<file path="config.mk">
export PLATFORM = sky130hd
export DESIGN_NAME = c3_mac
export DESIGN_NICKNAME = d
export VERILOG_FILES = /design/src/rtl/c3_pkg.sv /design/src/rtl/c3_mac.sv
export SDC_FILE = /design/constraint.sdc
export NUM_CORES = 2
export LEC_CHECK = 0
export BUFFER_PORTS_ARGS = -buffer_cell sky130_fd_sc_hd__buf_2
export CAP_MARGIN = 20
export CELL_PAD_IN_SITES_DETAIL_PLACEMENT = 1
export CELL_PAD_IN_SITES_GLOBAL_PLACEMENT = 2
export CORE_MARGIN = 5
export CORE_UTILIZATION = 30
export DETAILED_ROUTE_END_ITERATION = 10
export GPL_TIMING_DRIVEN = 0
export PLACE_DENSITY = 0.68
export SLEW_MARGIN = 0
export SYNTH_ARGS = -nofsm -noshare
export SYNTH_HDL_FRONTEND = slang
export SYNTH_SLANG_ARGS = --single-unit
</file>
<file path="constraint.sdc">
create_clock -name i_clk -period 4.95 [get_ports i_clk]
set_clock_uncertainty 0.15 [all_clocks]
set_input_delay 0.495 -clock i_clk [delete_from_list [all_inputs] [get_ports i_clk]]
set_output_delay 0.495 -clock i_clk [all_outputs]
set_load 0.02 [all_outputs]
</file>
<file path="src/rtl/c3_pkg.sv">
// shared types and constants of the 3x3 convolution filter
`timescale 1ns / 1ps
package c3_pkg;

    localparam int C_MAX_WIDTH  = 1024;
    localparam int C_COEF_BITS  = 8;

    localparam int PIX_W        = 8;
    localparam int ROW_W        = 12;
    localparam int H_W          = 13;
    localparam int CFG_W_W      = 11;
    localparam int CFG_H_W      = 13;
    localparam int REG_IDX_W    = 3;

    localparam logic [PIX_W-1:0]   C_PIX_MAX    = 8'd255;
    localparam logic [ROW_W-1:0]   C_ROW_CAP    = 12'd4095;
    localparam logic [H_W-1:0]     C_MAX_HEIGHT = 13'd4096;
    localparam logic [H_W-1:0]     C_MIN_DIM    = 13'd2;
    localparam logic [CFG_W_W-1:0] C_WIDTH_RST  = 11'd480;
    localparam logic [CFG_H_W-1:0] C_HEIGHT_RST = 13'd480;

    // result queue
    localparam int C_FIFO_DEPTH = 8;
    localparam int FIFO_AW      = 3;
    localparam int FIFO_CW      = 4;

    // register map
    localparam logic [REG_IDX_W-1:0] REG_IMAGE_WIDTH  = 3'd0;
    localparam logic [REG_IDX_W-1:0] REG_IMAGE_HEIGHT = 3'd1;
    localparam logic [REG_IDX_W-1:0] REG_COEF_TOP     = 3'd2;
    localparam logic [REG_IDX_W-1:0] REG_COEF_MID     = 3'd3;
    localparam logic [REG_IDX_W-1:0] REG_COEF_BOT     = 3'd4;

    // frame position of one output, travels with the window
    typedef struct packed {
        logic valid;
        logic pad_top;
        logic pad_bot;
        logic pad_lft;
        logic pad_rgt;
        logic last;
    } t_tap_ctl;

    typedef struct packed {
        logic             valid;
        logic [PIX_W-1:0] pixel;
        logic             last;
    } t_result;

endpackage

</file>
<file path="src/rtl/c3_mac.sv">
// nine masked kernel products, sum and clamp, two register stages
`timescale 1ns / 1ps
module c3_mac #(
    parameter int COEF_BITS = c3_pkg::C_COEF_BITS
) (
    input  logic                                           i_clk,
    input  logic                                           i_rst_n,
    input  c3_pkg::t_tap_ctl                               i_ctl,
    input  logic [2:0][2:0][c3_pkg::PIX_W-1:0]             i_win,
    input  logic [2:0][3*COEF_BITS-1:0]                    i_coef,
    output c3_pkg::t_result                                o_res,
    output logic [1:0]                                     o_busy
);

    localparam int PROD_W = COEF_BITS + c3_pkg::PIX_W + 1;
    localparam int SUM_W  = PROD_W + 4;

    c3_pkg::t_tap_ctl          r_a_ctl;
    logic signed [PROD_W-1:0]  r_prod [3][3];
    logic signed [PROD_W-1:0]  n_prod [3][3];
    c3_pkg::t_result           r_res;
    logic signed [SUM_W-1:0]   w_sum;
    logic [c3_pkg::PIX_W-1:0]  w_clamp;

    always_comb begin
        logic tap_off;
        for (int r = 0; r < 3; r++) begin
            for (int c = 0; c < 3; c++) begin
                // zero padding: taps outside the frame drop out
                tap_off = (r == 0 && i_ctl.pad_top) || (r == 2 && i_ctl.pad_bot) ||
                          (c == 0 && i_ctl.pad_lft) || (c == 2 && i_ctl.pad_rgt);
                if (tap_off) begin
                    n_prod[r][c] = '0;
                end else begin
                    n_prod[r][c] = $signed(i_coef[r][c*COEF_BITS +: COEF_BITS]) *
                                   $signed({1'b0, i_win[r][c]});
                end
            end
        end
    end

    always_comb begin
        w_sum = '0;
        for (int r = 0; r < 3; r++) begin
            for (int c = 0; c < 3; c++) begin
                w_sum = w_sum + r_prod[r][c];
            end
        end
        if (w_sum[SUM_W-1]) begin
            w_clamp = '0;
        end else if (|w_sum[SUM_W-2:c3_pkg::PIX_W]) begin
            w_clamp = c3_pkg::C_PIX_MAX;
        end else begin
            w_clamp = w_sum[c3_pkg::PIX_W-1:0];
        end
    end

    always_ff @(posedge i_clk) begin
        if (!i_rst_n) begin
            r_a_ctl <= '0;
            r_res   <= '0;
        end else begin
            r_a_ctl     <= i_ctl;
            r_res.valid <= r_a_ctl.valid;
            r_res.pixel <= w_clamp;
            r_res.last  <= r_a_ctl.last;
        end
    end

    always_ff @(posedge i_clk) begin
        r_prod <= n_prod;
    end

    assign o_res  = r_res;
    assign o_busy = {1'b0, r_a_ctl.valid} + {1'b0, r_res.valid};

endmodule

</file>
==> flow_summary.json <==
{
  "ant_nets": 0,
  "critPathSlowestCell": "fa_2",
  "dp_hpwl_um": 62100,
  "io_buffer_count": 163,
  "grtUsageTotal_pct": 15.3,
  "max_stage_delay_ns": 0.63,
  "coreArea_mm2": 0.0897,
  "min_period_ns": 5.24,
  "dr.first_iter.drc_count": 559,
  "violations": "setup timing",
  "cts_root_buf": "clkbuf_16",
  "final_cells": 4282,
  "drive_gt1_share_pct": 7.28,
  "synth_edf_count": 0,
  "syn-cell-area_mm2": 0.0270,
  "syn_nets": 3925,
  "endpoint_kind": "flop",
  "die_w_um": 310,
  "timing.final.crit_share_pct": 106,
  "row_count": 110,
  "cts_buffers": 17,
  "synth_ff_type": "dfxtp_1",
  "syn_inst": 2909,
  "maxSlewHeadroom_pct": 54.6,
  "synth_most_common_cell": "inv_1",
  "cp.required_ns": 5.18,
  "hp-class": "in -> reg",
  "crit_arrival_ns": 5.47,
  "synth_common_cells": "629 x inv_1, 455 x fa_1, 409 x ha_1",
  "grt_pass1_wl_um": 117000,
  "rsz0062_at_grt": "true",
  "syn_to_final_growth_pct": 11.0,
  "drc": 0,
  "start_util_pct": 30.1,
  "cts_sinks": 165,
  "setup-violations-final": 8,
  "path_delay_family": "adder cells",
  "cts_buffer_depth": 2,
  "critPathMaxFanout": 8,
  "path_cells": "fa_2 -> fa_1 -> fa_1 -> inv_1 -> fa_1 -> inv_2 -> ha_4 -> fa_2 -> a211oi_4 -> o21ai_2 -> a2111o_1 -> a31oi_2 -> o211ai_1 -> a21oi_2 -> xnor2_4 -> o211a_1",
  "clock.fmax_mhz": 191,
  "htreeDepth": 4,
  "overflow": 0,
  "synth_area_leaders": "fa_1 34%, ha_1 19%, dfxtp_1 12%",
  "die_y_um": 310,
  "place_inst": 4248,
  "clk_latency_ns": 0.45,
  "ys_ff_latch": 165,
  "drv_cap": 0,
  "tritoncts": "done",
  "ys_seq_area_share_pct": 12.2,
  "path_buf_inv": 2,
  "final_nets": 4110,
  "r2r_slack_ns": -0.29,
  "fillers": 10600,
  "worstMarginPinSlew_ns": 0.681,
  "async_reset_ff_share_pct": 0,
  "critPathKind": "reg -> reg",
  "wl_um": 70500,
  "synth_top_area_share_pct": 33.7,
  "drtPass1Iterations": 5,
  "finalHoldViolCount": 0,
  "viasPerCell": 4.48,
  "synth_area_leader_cell": "fa_1",
  "ys_warn_count": 0,
  "wl_per_cell_um": 16.5,
  "grt_max_degree": 17,
  "start_kind": "flop",
  "slew_viol_final": 0,
  "crit_top_cell": "fa_1",
  "fin_util_pct": 33.4,
  "ioPinCount": 164,
  "dieArea_mm2": 0.0962,
  "outcome": "finished with violations",
  "syn_area_per_cell_um2": 9.29,
  "first_global_vias": 21700,
  "place_congestion": 0.818,
  "antenna_found_initial": 3,
  "yosysUniqueCellTypes": 53,
  "clk_pin_slew_ns": 0.07,
  "worst_slack_ns": -0.290,
  "num_vias": 19200
}
-- layer usage --
layer / track usage, % / wire (um) / vias up
li1: - / - / 9321
met1: 19.6 / 31900 / 9656
met2: 28.4 / 36600 / 166
met3: 1.67 / 1550 / 29
met4: 1.90 / 517 / 0
met5: 0 / 0 / -
-- sequential cells by signal (all words and copies together), names as in the netlist --
signal	count
o_res	10
r_a_ctl	2
r_prod	153
-- final cells by class --
class | count | area, um^2 | area share [%]
diodes | 1 | 2.50 | 0.00834
plain buffers | 15 | 61.3 | 0.204
clock buffers | 20 | 457 | 1.52
clock inverters | 10 | 87.6 | 0.292
inverters | 632 | 2380 | 7.92
multi-input cells | 2097 | 21400 | 71.3
flip-flops and latches | 165 | 3310 | 11.0
well taps | 1176 | 1470 | 4.91
repair buffers | 166 | 838 | 2.80
-- logic make-up after synthesis --
| family | Yosys count | share of synthesized area [%] |
|---|---|---|
| adder cells (fa/ha/maj) | 864 | 52.6 |
| multiplexers | 3 | 0.120 |
| AO/OA/AOI/OAI | 253 | 6.10 |
| AND/OR/NAND/NOR | 892 | 17.1 |
| flip-flops | 165 | 12.2 |
| XOR/XNOR | 85 | 2.85 |
| buffers and inverters | 647 | 9.02 |
-- through the flow --
stage | instance area, um^2 | hold slack [ns] | setup TNS [ns] | setup WS, ns
detailed placement | 29300 | 0.284 | -6.37 | -0.768
finish | 30000 | 0.104 | -1.97 | -0.290
global placement | 29300 | 0.275 | -5.99 | -0.724
CTS | 30000 | 0.0732 | -1.99 | -0.284
global route | 30000 | 0.0904 | -2.98 | -0.428
floorplan | 27000 | 0.262 | 0 | 0.00966
-- what timing repair did --
item	4_1_cts	5_1_grt
resized for setup	18	6
endpoints found under the hold margin	0	0
buffers inserted	3	0
endpoints found under the setup margin	8	8
hold buffers	0	0
pin swaps	14	7
-- final timing paths --
check                to   startpoint  depth (start not counted)
min reg2reg    o_res[0]   r_a_ctl[0]                          1
max            o_res[5]  r_prod[121]                         16
min          r_a_ctl[5]     i_ctl[5]                          2
max reg2reg    o_res[5]  r_prod[121]                         16
-- placed cells by master (no fill, tap or decap), types with 7 or more instances in the layout --
master     netlist  routed
inv_1          629     627
fa_1           455     452
ha_1           409     408
and2_1         329     329
nand2_1        243     243
buf_2            1     164
dfxtp_1        165     163
nor2_1         130     129
a21oi_1         67      66
nand2b_1        57      57
xnor2_1         52      52
o21ai_1         50      49
nor3_1          45      44
nor2b_1         40      40
a21o_1          33      33
xor2_1          31      31
o21ai_0         22      22
clkbuf_16        0      17
clkbuf_1        13      14
and3_1          11      11
or3_1           11      11
o211ai_1        11      11
nor3b_1         10       9
a41oi_1          8       8
a211o_1          8       8
a2111o_1         7       7
a211oi_1         7       7
Power is left out: the tool's default activity adds up to more than one toggle a clock period on the data nets, which glitch-free logic cannot reach.
